## src/rtl/core/hdpp_pkg.sv

```systemverilog
`timescale 1ns / 1ps

package hdpp_pkg;

    localparam int BufDepth = 20;
    localparam int AddrW    = 5;
    localparam int CountW   = 5;

    typedef logic [7:0]  byte_t;
    typedef logic [3:0]  nibble_t;
    typedef logic [2:0]  field_t;
    typedef logic [15:0] half_t;
    typedef logic [47:0] ssid_t;
    typedef logic [23:0] frame_t;

    // field codes, in payload order after the mask byte
    localparam field_t FLD_WAKE  = 3'd0;
    localparam field_t FLD_MODE  = 3'd1;
    localparam field_t FLD_SSID  = 3'd2;
    localparam field_t FLD_CYC   = 3'd3;
    localparam field_t FLD_FRAME = 3'd4;
    localparam field_t FLD_ACCEL = 3'd5;
    localparam field_t FLD_IND   = 3'd6;
    localparam field_t FLD_NONE  = 3'd7;

    localparam byte_t MODE_MASK = 8'h07;
    localparam byte_t LOW_MASK  = 8'h0F;

    function automatic nibble_t nibble_of(input byte_t c);
        nibble_t n;
        n = c[3:0];
        if (c >= 8'h61 && c <= 8'h66)
        begin
            n = 4'(c[3:0] + 4'd9);
        end
        else if (c >= 8'h41 && c <= 8'h46)
        begin
            n = 4'(c[3:0] + 4'd9);
        end
        else
        begin
            n = 4'(c & LOW_MASK);
        end
        return n;
    endfunction

    // number of bytes in a field, minus one
    function automatic field_t field_last(input field_t f);
        field_t l;
        l = 3'd0;
        case (f)
            FLD_WAKE:  l = 3'd1;
            FLD_SSID:  l = 3'd5;
            FLD_FRAME: l = 3'd2;
            FLD_ACCEL: l = 3'd3;
            FLD_IND:   l = 3'd1;
            default:   l = 3'd0;
        endcase
        return l;
    endfunction

    // first present field at or after the given one
    function automatic field_t next_field(input byte_t mask, input field_t from);
        field_t f;
        f = FLD_NONE;
        for (int i = 6; i >= 0; i--)
        begin
            if (mask[i] && (3'(i) >= from))
            begin
                f = 3'(i);
            end
        end
        return f;
    endfunction

endpackage

```

## src/rtl/core/hdpp_char_if.sv

```systemverilog
`timescale 1ns / 1ps

interface hdpp_char_if;
    import hdpp_pkg::*;

    logic  valid;
    logic  ready;
    byte_t hex_char;
    logic  last;

    modport source (output valid, output hex_char, output last, input ready);
    modport sink   (input valid, input hex_char, input last, output ready);
endinterface

```

## src/rtl/core/hdpp_param_if.sv

```systemverilog
`timescale 1ns / 1ps

interface hdpp_param_if;
    import hdpp_pkg::*;

    logic         valid;
    logic         ready;
    byte_t        mask;
    half_t        node_id;
    half_t        wake_interval;
    logic [2:0]   mode;
    ssid_t        ssid;
    byte_t        cycle_count;
    frame_t       frame_counter;
    half_t        accel_rate;
    half_t        accel_samples;
    half_t        inductive_samples;
    logic [4:0]   byte_count;

    modport source (
        output valid, input ready,
        output mask, output node_id, output wake_interval, output mode, output ssid,
        output cycle_count, output frame_counter, output accel_rate,
        output accel_samples, output inductive_samples, output byte_count
    );
    modport sink (
        input valid, output ready,
        input mask, input node_id, input wake_interval, input mode, input ssid,
        input cycle_count, input frame_counter, input accel_rate,
        input accel_samples, input inductive_samples, input byte_count
    );
endinterface

```

## src/rtl/core/hex_downlink_param_parser_core.sv

```systemverilog
`timescale 1ns / 1ps
// hex downlink parameter parser
// chars: one ascii hex character per request, last marks the end of a payload.
// params: one request per payload, carrying the mask, node id, every held
//   parameter and the number of bytes kept (0 to 20).
// characters are taken at one per cycle while the parser is idle; nibble
// pairs are written into a 20-entry byte memory with per-entry valid bits, so
// unreceived bytes read zero. after the last character the block sweeps the
// memory once, one address per cycle through its single registered read port,
// and shifts each byte into the field it belongs to, then registers the result.
// chars.ready is low during the sweep and until the result register is free,
// and the next character may be taken while a result waits. a stalled params
// receiver holds the result register and, after the next sweep, the parser
// too; the held values stay put until the next payload is swept.
// reset clears the nibble state, the byte count, all valid bits and every held
// parameter to zero; the held parameters survive from one payload to the next.
module hex_downlink_param_parser_core (
    input  logic                clk,
    input  logic                rst_n,
    hdpp_char_if.sink           chars,
    hdpp_param_if.source        params
);
    import hdpp_pkg::*;

    localparam logic [1:0] ST_IDLE = 2'd0;
    localparam logic [1:0] ST_WALK = 2'd1;
    localparam logic [1:0] ST_EMIT = 2'd2;

    logic [1:0]          state_reg;
    logic [1:0]          state_next;

    byte_t               mem [BufDepth];
    logic [BufDepth-1:0] vld_reg;
    byte_t               rd_data_reg;
    logic                rd_vld_reg;

    logic                pending_reg;
    nibble_t             high_reg;
    logic [CountW-1:0]   seen_reg;
    logic [CountW-1:0]   count_reg;

    logic [AddrW-1:0]    rd_cnt_reg;
    logic                proc_reg;
    logic [AddrW-1:0]    proc_pos_reg;
    field_t              fld_reg;
    field_t              sub_reg;
    byte_t               mask_reg;
    byte_t               node_hi_reg;
    byte_t               node_lo_reg;

    half_t               held_wake_reg;
    logic [2:0]          held_mode_reg;
    ssid_t               held_ssid_reg;
    byte_t               held_cycles_reg;
    frame_t              held_frame_reg;
    half_t               held_arate_reg;
    half_t               held_asamp_reg;
    half_t               held_ind_reg;

    logic                accept;
    logic                wr_en;
    byte_t               wr_byte;
    logic [CountW-1:0]   seen_next;
    logic                issue;
    byte_t               cur_byte;
    field_t              eff;
    logic                out_free;
    logic                sweep_done;

    assign accept     = chars.valid && chars.ready;
    assign chars.ready = (state_reg == ST_IDLE);
    assign wr_byte    = {high_reg, nibble_of(chars.hex_char)};
    assign wr_en      = accept && pending_reg && (seen_reg < CountW'(BufDepth));
    assign seen_next  = wr_en ? CountW'(seen_reg + 1'b1) : seen_reg;
    assign issue      = (state_reg == ST_WALK) && (rd_cnt_reg < AddrW'(BufDepth));
    assign cur_byte   = rd_vld_reg ? rd_data_reg : 8'h00;
    assign eff        = next_field(mask_reg, fld_reg);
    assign out_free   = !params.valid || params.ready;
    assign sweep_done = proc_reg && (proc_pos_reg == AddrW'(BufDepth - 1));

    always_comb
    begin
        state_next = state_reg;
        unique case (state_reg)
            ST_IDLE:
            begin
                if (accept && chars.last)
                begin
                    state_next = ST_WALK;
                end
            end
            ST_WALK:
            begin
                if (sweep_done)
                begin
                    state_next = ST_EMIT;
                end
            end
            ST_EMIT:
            begin
                if (out_free)
                begin
                    state_next = ST_IDLE;
                end
            end
            default:
            begin
                state_next = ST_IDLE;
            end
        endcase
    end

    // byte memory, one write and one registered read port
    always_ff @(posedge clk)
    begin
        if (wr_en)
        begin
            mem[seen_reg] <= wr_byte;
        end
        rd_data_reg <= mem[rd_cnt_reg];
    end

    always_ff @(posedge clk or negedge rst_n)
    begin
        if (!rst_n)
        begin
            state_reg    <= ST_IDLE;
            vld_reg      <= '0;
            rd_vld_reg   <= 1'b0;
            pending_reg  <= 1'b0;
            high_reg     <= '0;
            seen_reg     <= '0;
            count_reg    <= '0;
            rd_cnt_reg   <= '0;
            proc_reg     <= 1'b0;
            proc_pos_reg <= '0;
            fld_reg      <= FLD_WAKE;
            sub_reg      <= '0;
            mask_reg     <= '0;
            node_hi_reg  <= '0;
            node_lo_reg  <= '0;
        end
        else
        begin
            state_reg  <= state_next;
            rd_vld_reg <= issue ? vld_reg[rd_cnt_reg] : 1'b0;
            proc_reg   <= issue;
            if (issue)
            begin
                proc_pos_reg <= rd_cnt_reg;
                rd_cnt_reg   <= AddrW'(rd_cnt_reg + 1'b1);
            end

            if (accept)
            begin
                if (wr_en)
                begin
                    vld_reg[seen_reg] <= 1'b1;
                end
                if (chars.last)
                begin
                    // odd final nibble is dropped here
                    pending_reg <= 1'b0;
                    high_reg    <= '0;
                    count_reg   <= seen_next;
                    seen_reg    <= '0;
                    rd_cnt_reg  <= '0;
                    fld_reg     <= FLD_WAKE;
                    sub_reg     <= '0;
                end
                else
                begin
                    pending_reg <= !pending_reg;
                    high_reg    <= pending_reg ? 4'd0 : nibble_of(chars.hex_char);
                    seen_reg    <= seen_next;
                end
            end

            if (proc_reg)
            begin
                if (proc_pos_reg == '0)
                begin
                    mask_reg <= cur_byte;
                end
                else
                begin
                    if (proc_pos_reg == AddrW'(1))
                    begin
                        node_hi_reg <= cur_byte;
                    end
                    if (proc_pos_reg == AddrW'(2))
                    begin
                        node_lo_reg <= cur_byte;
                    end
                    if (eff != FLD_NONE)
                    begin
                        if (sub_reg == field_last(eff))
                        begin
                            fld_reg <= 3'(eff + 1'b1);
                            sub_reg <= '0;
                        end
                        else
                        begin
                            fld_reg <= eff;
                            sub_reg <= 3'(sub_reg + 1'b1);
                        end
                    end
                end
            end

            if (state_reg == ST_EMIT && out_free)
            begin
                vld_reg <= '0;
            end
        end
    end

    // held parameters, each field byte shifted in as it is swept
    always_ff @(posedge clk or negedge rst_n)
    begin
        if (!rst_n)
        begin
            held_wake_reg   <= '0;
            held_mode_reg   <= '0;
            held_ssid_reg   <= '0;
            held_cycles_reg <= '0;
            held_frame_reg  <= '0;
            held_arate_reg  <= '0;
            held_asamp_reg  <= '0;
            held_ind_reg    <= '0;
        end
        else if (proc_reg && proc_pos_reg != '0)
        begin
            unique case (eff)
                FLD_WAKE:  held_wake_reg <= {held_wake_reg[7:0], cur_byte};
                FLD_MODE:  held_mode_reg <= 3'(cur_byte & MODE_MASK);
                FLD_SSID:  held_ssid_reg <= {held_ssid_reg[39:0], cur_byte};
                FLD_CYC:   held_cycles_reg <= cur_byte;
                FLD_FRAME: held_frame_reg <= {held_frame_reg[15:0], cur_byte};
                FLD_ACCEL:
                begin
                    held_arate_reg <= {held_arate_reg[7:0], held_asamp_reg[15:8]};
                    held_asamp_reg <= {held_asamp_reg[7:0], cur_byte};
                end
                FLD_IND:   held_ind_reg <= {held_ind_reg[7:0], cur_byte};
                default:
                begin
                end
            endcase
        end
    end

    // result register
    always_ff @(posedge clk or negedge rst_n)
    begin
        if (!rst_n)
        begin
            params.valid <= 1'b0;
        end
        else if (state_reg == ST_EMIT && out_free)
        begin
            params.valid <= 1'b1;
        end
        else if (params.ready)
        begin
            params.valid <= 1'b0;
        end
    end

    always_ff @(posedge clk)
    begin
        if (state_reg == ST_EMIT && out_free)
        begin
            params.mask              <= mask_reg;
            params.node_id           <= {node_hi_reg, node_lo_reg};
            params.wake_interval     <= held_wake_reg;
            params.mode              <= held_mode_reg;
            params.ssid              <= held_ssid_reg;
            params.cycle_count       <= held_cycles_reg;
            params.frame_counter     <= held_frame_reg;
            params.accel_rate        <= held_arate_reg;
            params.accel_samples     <= held_asamp_reg;
            params.inductive_samples <= held_ind_reg;
            params.byte_count        <= count_reg;
        end
    end

endmodule

```

## src/flat_wrapper.sv

```systemverilog
// flat-port wrapper written by rule: the top's interface ports become plain ports
module hex_downlink_param_parser_core_flat import hdpp_pkg::*;
  (clk, rst_n, chars_valid, chars_hex_char, chars_last, chars_ready, params_valid, params_ready, params_mask, params_node_id, params_wake_interval, params_mode, params_ssid, params_cycle_count, params_frame_counter, params_accel_rate, params_accel_samples, params_inductive_samples, params_byte_count);
  hdpp_char_if chars_i ();
  hdpp_param_if params_i ();
  input  logic clk;
  input  logic rst_n;
  input wire logic [$bits(chars_i.valid)-1:0] chars_valid;
  input wire logic [$bits(chars_i.hex_char)-1:0] chars_hex_char;
  input wire logic [$bits(chars_i.last)-1:0] chars_last;
  output wire logic [$bits(chars_i.ready)-1:0] chars_ready;
  output wire logic [$bits(params_i.valid)-1:0] params_valid;
  input wire logic [$bits(params_i.ready)-1:0] params_ready;
  output wire logic [$bits(params_i.mask)-1:0] params_mask;
  output wire logic [$bits(params_i.node_id)-1:0] params_node_id;
  output wire logic [$bits(params_i.wake_interval)-1:0] params_wake_interval;
  output wire logic [$bits(params_i.mode)-1:0] params_mode;
  output wire logic [$bits(params_i.ssid)-1:0] params_ssid;
  output wire logic [$bits(params_i.cycle_count)-1:0] params_cycle_count;
  output wire logic [$bits(params_i.frame_counter)-1:0] params_frame_counter;
  output wire logic [$bits(params_i.accel_rate)-1:0] params_accel_rate;
  output wire logic [$bits(params_i.accel_samples)-1:0] params_accel_samples;
  output wire logic [$bits(params_i.inductive_samples)-1:0] params_inductive_samples;
  output wire logic [$bits(params_i.byte_count)-1:0] params_byte_count;
  assign chars_i.valid = chars_valid;
  assign chars_i.hex_char = chars_hex_char;
  assign chars_i.last = chars_last;
  assign chars_ready = chars_i.ready;
  assign params_valid = params_i.valid;
  assign params_i.ready = params_ready;
  assign params_mask = params_i.mask;
  assign params_node_id = params_i.node_id;
  assign params_wake_interval = params_i.wake_interval;
  assign params_mode = params_i.mode;
  assign params_ssid = params_i.ssid;
  assign params_cycle_count = params_i.cycle_count;
  assign params_frame_counter = params_i.frame_counter;
  assign params_accel_rate = params_i.accel_rate;
  assign params_accel_samples = params_i.accel_samples;
  assign params_inductive_samples = params_i.inductive_samples;
  assign params_byte_count = params_i.byte_count;
  hex_downlink_param_parser_core u_core (.clk(clk), .rst_n(rst_n), .chars(chars_i), .params(params_i));
endmodule
```

## config.mk

```make
export PLATFORM = sky130hd
export DESIGN_NAME = hex_downlink_param_parser_core_flat
export DESIGN_NICKNAME = d
export VERILOG_FILES = /design/src/rtl/core/hdpp_pkg.sv /design/src/rtl/core/hdpp_char_if.sv /design/src/rtl/core/hdpp_param_if.sv /design/src/rtl/core/hex_downlink_param_parser_core.sv /design/src/flat_wrapper.sv
export SDC_FILE = /design/constraint.sdc
export NUM_CORES = 1
export LEC_CHECK = 0
export BUFFER_PORTS_ARGS = -buffer_cell sky130_fd_sc_hd__buf_2
export CORE_ASPECT_RATIO = 0.8
export CORE_UTILIZATION = 33
export DETAILED_ROUTE_END_ITERATION = 12
export GPL_ROUTABILITY_DRIVEN = 0
export PLACE_DENSITY = 0.53
export SLEW_MARGIN = 25
export SYNTH_ARGS = -nofsm -noshare
export SYNTH_HDL_FRONTEND = slang
export SYNTH_SLANG_ARGS = --single-unit
```

## constraint.sdc

```tcl
create_clock -name clk -period 6.2 [get_ports clk]
set_input_delay 0.62 -clock clk [delete_from_list [all_inputs] [get_ports clk]]
set_output_delay 0.62 -clock clk [all_outputs]
set_load 0.005 [all_outputs]
```

# Yosys cells after proc, flatten, opt, wreduce, memory -nomap -nowiden
# Memory sizes are Yosys's and may differ from the RTL's. A register that Yosys moved wholly into a read port is not among the register bits.
# Index checks and enable logic that the tools add are counted.
dict set report word_totals {
  regBits 403
  mem_bits_rw 160
  inputBits 13
  output_inout_bits 178
  elab_cells 167
  memories 1
}
dict set report op_classes {
  n_addsub 5
  order_cmp 16
  eq_ne 16
  n_mux 50
  n_bitwise 2
  reduce_logical 42
}
# name depth width rd rd_clocked_by_memory_dff write_ports line
set mem_list {}
lappend mem_list {u_core.mem 20 8 1 1 1 hex_downlink_param_parser_core.sv:32} ;# byte_t mem [BufDepth];
# cell count
set op_table {}
lappend op_table {{$mux 3} 21}
lappend op_table {{$mux 20} 3}
lappend op_table {{$mux 5} 5}
lappend op_table {{$or 20x20->20} 1}
lappend op_table {{$reduce_and 2->1} 10}
lappend op_table {{$logic_and 1x1->1} 18}
lappend op_table {{$ge 8x7->1 const B} 2}
lappend op_table {{$le 8x7->1 const B} 2}
lappend op_table {{$mux 4} 4}
lappend op_table {{$lt 5x6->1 const B} 2}
lappend op_table {{$pmux 3 s4} 1}
lappend op_table {{$add 5x1->5 const B} 2}
lappend op_table {{$lt 5x5->1 const B} 2}
lappend op_table {{$eq 3x3->1 const B} 3}
lappend op_table {{$ge 3x3->1 const A} 3}
lappend op_table {{$mux 1} 9}
lappend op_table {{$reduce_and 3->1} 3}
lappend op_table {{$mux 8} 1}
lappend op_table {{$add 3x1->3 const B} 2}
lappend op_table {{$eq 3x2->1 const B} 2}
lappend op_table {{$ge 1x3->1 const A} 2}
lappend op_table {{$ge 2x3->1 const A} 2}
lappend op_table {{$mux 2} 3}
lappend op_table {{$pmux 2 s3} 1}
lappend op_table {{other kinds (23)} 27}

# Longest topological paths before layout
dict set report logic_depth {
  word_depth 20
  mapped_depth 14
  ltp_nobuf 13
}

# Least setup slack after synthesis
# No wires, ideal clock.
dict set report synth_timing {
  kind {input port to flip-flop}
  start {in params_ready}
  end {reg u_core.params.accel_rate[0], enable pin}
  setup_time_ps 610
  arrival_ps 5834
  required_ps 5590
  slack_ps -245
  stages 4
  n_path_buf 1
  cell_sequence {nand2b_1 nand2b_1 inv_1 clkbuf_1}
}
dict set report synth_via {
  elab_chain_cells 2
}
# item line
set synth_lines {}
lappend synth_lines {{start: declaration} flat_wrapper.sv:13} ;# input wire logic [$bits(params_i.ready)-1:0] params_ready;
lappend synth_lines {{$logic_or 1x1->1} hex_downlink_param_parser_core.sv:78} ;# assign out_free = !params.valid || params.ready;
lappend synth_lines {{$logic_and 1x1->1} hex_downlink_param_parser_core.sv:272} ;# if (state_reg == ST_EMIT && out_free)
lappend synth_lines {{end signal: assignment} hex_downlink_param_parser_core.sv:281} ;# params.accel_rate <= held_arate_reg;
lappend synth_lines {{end: declaration} hdpp_param_if.sv:23} ;# output cycle_count, output frame_counter, output accel_rate,
# Every way passes these cells.
# A chain may end at the register's enable or synchronous reset.

# Worst setup path in the final report
dict set report layout_timing {
  start {reg u_core.fld_reg[1]}
  end {reg u_core.sub_reg[2]}
}
dict set report layout_via {
  elab_chain_cells 20
  elab_cells_between_ends 37
  classes_between {order compare: 7; eq/ne: 6; mux: 15; reduce/logical: 9}
}
# item line
set layout_lines {}
lappend layout_lines {{start: declaration} hex_downlink_param_parser_core.sv:45} ;# field_t fld_reg;
lappend layout_lines {{start signal: assignment} hex_downlink_param_parser_core.sv:199} ;# fld_reg <= 3'(eff + 1'b1);
lappend layout_lines {{$ge 3x3->1} hdpp_pkg.sv:68} ;# if (mask[i] && (3'(i) >= from))
lappend layout_lines {{$logic_and 1x1->1} hdpp_pkg.sv:68}
lappend layout_lines {{$mux 1} hdpp_pkg.sv:68}
lappend layout_lines {{$mux 3 (5 in a row)} hdpp_pkg.sv:68}
lappend layout_lines {{$mux 3 (*)} hdpp_pkg.sv:68}
lappend layout_lines {{$eq 3x3->1 / $logic_not 3->1 (equally long branches)} hdpp_pkg.sv:51} ;# case (f)
lappend layout_lines {{$reduce_or 2->1 (no line)} n/a}
lappend layout_lines {{$pmux 3 s4} hdpp_pkg.sv:51}
lappend layout_lines {{$mux 3} hex_downlink_param_parser_core.sv:195} ;# if (eff != FLD_NONE)
lappend layout_lines {{$mux 3} hex_downlink_param_parser_core.sv:181} ;# if (proc_pos_reg == '0)
lappend layout_lines {{$mux 3} hex_downlink_param_parser_core.sv:179} ;# if (proc_reg)
lappend layout_lines {{$eq 3x3->1} hex_downlink_param_parser_core.sv:197} ;# if (sub_reg == field_last(eff))
lappend layout_lines {{$mux 3} hex_downlink_param_parser_core.sv:197}
lappend layout_lines {{$mux 3 (*)} hex_downlink_param_parser_core.sv:195}
lappend layout_lines {{$mux 3 (*)} hex_downlink_param_parser_core.sv:181}
lappend layout_lines {{$mux 3 (*)} hex_downlink_param_parser_core.sv:179}
lappend layout_lines {{end signal: assignment} hex_downlink_param_parser_core.sv:205} ;# sub_reg <= 3'(sub_reg + 1'b1);
lappend layout_lines {{end: declaration} hex_downlink_param_parser_core.sv:46} ;# field_t sub_reg;
# Mark *: on every way between the ends. The rest lies on a longest branch, timed or not. The select of a mux whose other input is x is not followed.

==> impl_metrics.ini <==
[critical_path]
timing.setup.critical_path_class = reg2reg
setup.worst_path.end_class = register
cp.arrival_ns = 3.59
worstPathMaxFanout = 8
startpoint_type = register
required_ns = 6.66

[global_routing]
grt_remaining_overflow = 0
antenna_found_initial = 1
grt_start_max_net_pins = 150
first_global_vias = 10800
grt_pass1_wl_um = 66500
aggregate_global_route_resource_usage = 0.135

[sta]
fin_worst_hold_slack_ns = 0.00254
fin_worst_skew_ns = 0.0409
fin_setup_tns_ns = 0
setup_viol = 0
postLayoutSetupSlackWorst_ns = 3.07
max_freq_ghz = 0.320
report.final.slew_viol_count = 0
worst-slew-pin-transition_ns = 0.938
rsz0062_at_grt = false
slew_headroom = 0.372
final.min_clock_period_ns = 3.13
finalHoldViolations = 0
fin_crit_sh = 0.504

[cts]
clkTransAtPathRegs_ns = 0.06
post-cts-setup-buffers = 0
hold_buffer_count_at_cts = 0
cts-buffers-inserted = 56
clock_path_buffers = 3
cts_tree = done
cts_root_buffer = clkbuf_16
clock-sinks = 571
clock_tree.htree_level_count = 2
cts_repair_resize_count = 0
insertion_delay_ns = 0.62

[final_layout]
max_reg_flops = 160
area_growth_pct = 18.2
layout.core_utilization = 0.395
drive_above_1_share = 0.284
antenna_diode_count = 0
finalNetCount = 1454

[synthesis]
postSynthNetCount = 1243
synth-compound-area-share = 0.0377
synth_fa_ha_area_frac = 0.00958
synthSimpleGateAreaFrac = 0.0541
synth_seq_cells = 571
synth-main-ff-cell = edfxtp_1
seq_area_frac_synth = 0.762
main_combinational_cell_family_by_area_after_synthesis = multiplexers
yosys-mux-area-fraction = 0.117
synth_xor_area_frac = 0.00461
synth.yosys.warnings = 0
number_of_enable_type_register_cells_in_the_synthesized_netlist = 336
synth.cell_area_mm2 = 0.0209
syn_inst = 1214
ys_async_sr_fraction = 0.398
syn-mean-instance-area_um2 = 17.2
post_synthesis_cell_type_count = 62

[drt]
detail_route.wirelength_um = 43200
highest_layer = met4
drt.antenna.violating_nets = 0
drtIter0Drc = 736
wirelength_per_cell_um = 18.7
routed_via_density = 4.60
wl_met3_um = 2260
met1_length_um = 21100
met2_routed_wl_um = 19000
drc = 0
detailroute.via_count = 10600
drtPass1Iterations = 4

[power_and_ir_drop]
max-vdd-ir-drop_mv = 0.291
p_per_area_mw_per_mm2 = 421
power.leakage_nw = 10.4

[floorplanning]
coreArea_mm2 = 0.0626
die_width_um = 283
placement_rows = 82
io_pins = 191
initial_util = 0.334
die_h_um = 227
die_area_mm2 = 0.0644

[placed_design]
io_buffers = 190
place.detailed.hpwl_um = 27900
dpl_worst_slack_ns = 3.12

[run]
drv.max_cap_violation_count = 0

[min_path]
hold_path_class = in2async

[outcome]
run_status = finished, final reports clean
[cell type report]
type / instances / area, um2
Clock buffer: 71 / 1550
Multi-Input combinational cell: 581 / 4670
Tap cell: 840 / 1050
Sequential cell: 571 / 15900
Inverter: 16 / 75.1
Clock inverter: 33 / 379
Fill cell: 5804 / 37900
Timing Repair Buffer: 199 / 1040
[synthesized netlist by cell type (all sizes together), types with 2 or more instances]
| cell | instances | share of area |
|---|---|---|
| mux2i | 3 | 0.0014 |
| mux2 | 100 | 0.057 |
| buf | 26 | 0.0083 |
| nand2b | 5 | 0.0015 |
| nor2 | 85 | 0.016 |
| xor2 | 6 | 0.0025 |
| inv | 16 | 0.0030 |
| or3b | 2 | 0.00084 |
| or4 | 2 | 0.00072 |
| ha | 16 | 0.0096 |
| or2 | 2 | 0.00060 |
| dfxtp | 8 | 0.0077 |
| nor2b | 3 | 0.00090 |
| clkbuf | 20 | 0.0036 |
| xnor2 | 5 | 0.0021 |
| a31o | 2 | 0.00084 |
| a21oi | 9 | 0.0022 |
| nand2 | 150 | 0.028 |
| a21o | 3 | 0.0011 |
| edfxtp | 336 | 0.48 |
| nand3b | 3 | 0.0011 |
| o22ai | 3 | 0.00090 |
| o21ai | 91 | 0.023 |
| nand3 | 8 | 0.0019 |
| dfrtp | 227 | 0.27 |
| mux4 | 54 | 0.058 |
| a32o | 3 | 0.0014 |
| o41ai | 2 | 0.0017 |
| nand4 | 4 | 0.0012 |
| a31oi | 3 | 0.00090 |
[worst max-delay path, cell delays in order, from the launching register on]
cell     delay [ns]
dfrtp_1        0.49
nor2b_1        0.09
a31oi_1        0.17
o22ai_1        0.10
o22ai_1        0.39
inv_1          0.12
ha_1           0.32
or4_1          0.53
a31oi_1        0.35
o21ai_4        0.14
a31oi_1        0.19
o22ai_1        0.10
[stage by stage]
stage	total power, mW	std cells	instance area [um2]
floorplan	6.38	1214	20900
global placement	6.96	2207	22800
detailed placement	6.99	2207	22800
CTS	10.5	2311	24700
global route	10.9	2311	24700
finish	10.4	2311	24700
[placed cells by master, fill, tap and decap left out, types with 7 or more instances in the layout]
cell type / instances
mux4_2: 54
a21oi_1: 9
mux2_2: 30
dfrtp_1: 226
mux2_1: 50
ha_1: 16
buf_2: 189
buf_4: 8
inv_1: 14
clkbuf_1: 7
o21ai_0: 63
nand3_1: 8
mux2_4: 20
edfxtp_1: 336
clkbuf_16: 57
clkbuf_8: 7
o21ai_1: 25
dfxtp_1: 8
nor2_1: 82
clkinv_2: 14
nand2_1: 145
[path summary, 6_finish.rpt]
| path | start | to | slack, ns | cells after the start |
|---|---|---|---|---|
| setup / recovery | u_core.fld_reg[1] | u_core.sub_reg[2] | 3.07 | 11 |
| hold / removal | rst_n | u_core.held_arate_reg[11] | 0.003 | 1 |
| setup reg to reg | u_core.fld_reg[1] | u_core.sub_reg[2] | 3.07 | 11 |
| hold reg to reg | u_core.held_frame_reg[20] | u_core.params.frame_counter[20] | 0.42 | 0 |
| max in group asynchronous | rst_n | u_core.count_reg[2] | 4.84 | 2 |
| min in group clk | chars_last | u_core.seen_reg[3] | 0.30 | 2 |
[cell families (layout without fill, tap and decap cells)]
| family | after synthesis | count (layout) |
|---|---|---|
| multiplexers | 157 | 157 |
| AND/OR/NAND/NOR | 269 | 269 |
| XOR/XNOR | 11 | 11 |
| flip-flops | 571 | 571 |
| AO/OA/AOI/OAI | 128 | 128 |
| adder cells (fa/ha/maj) | 16 | 16 |
| buffers and inverters | 62 | 319 |
[where the power goes]
| part | switching (mW) | total, mW | internal [mW] |
|---|---|---|---|
| Clock | 1.47 | 3.49 | 2.03 |
| Combinational | 1.25 | 2.14 | 0.887 |
| Sequential | 0.334 | 4.75 | 4.42 |
[per-layer routing]
metal  GRT usage  vias to the layer above
met4      0.0406                        0
met2       0.199                      240
met1       0.198                     5411
met5           0                        -
li1            -                     4909
met3      0.0304                       62
Note: power is estimated with default switching activity, not from simulation.
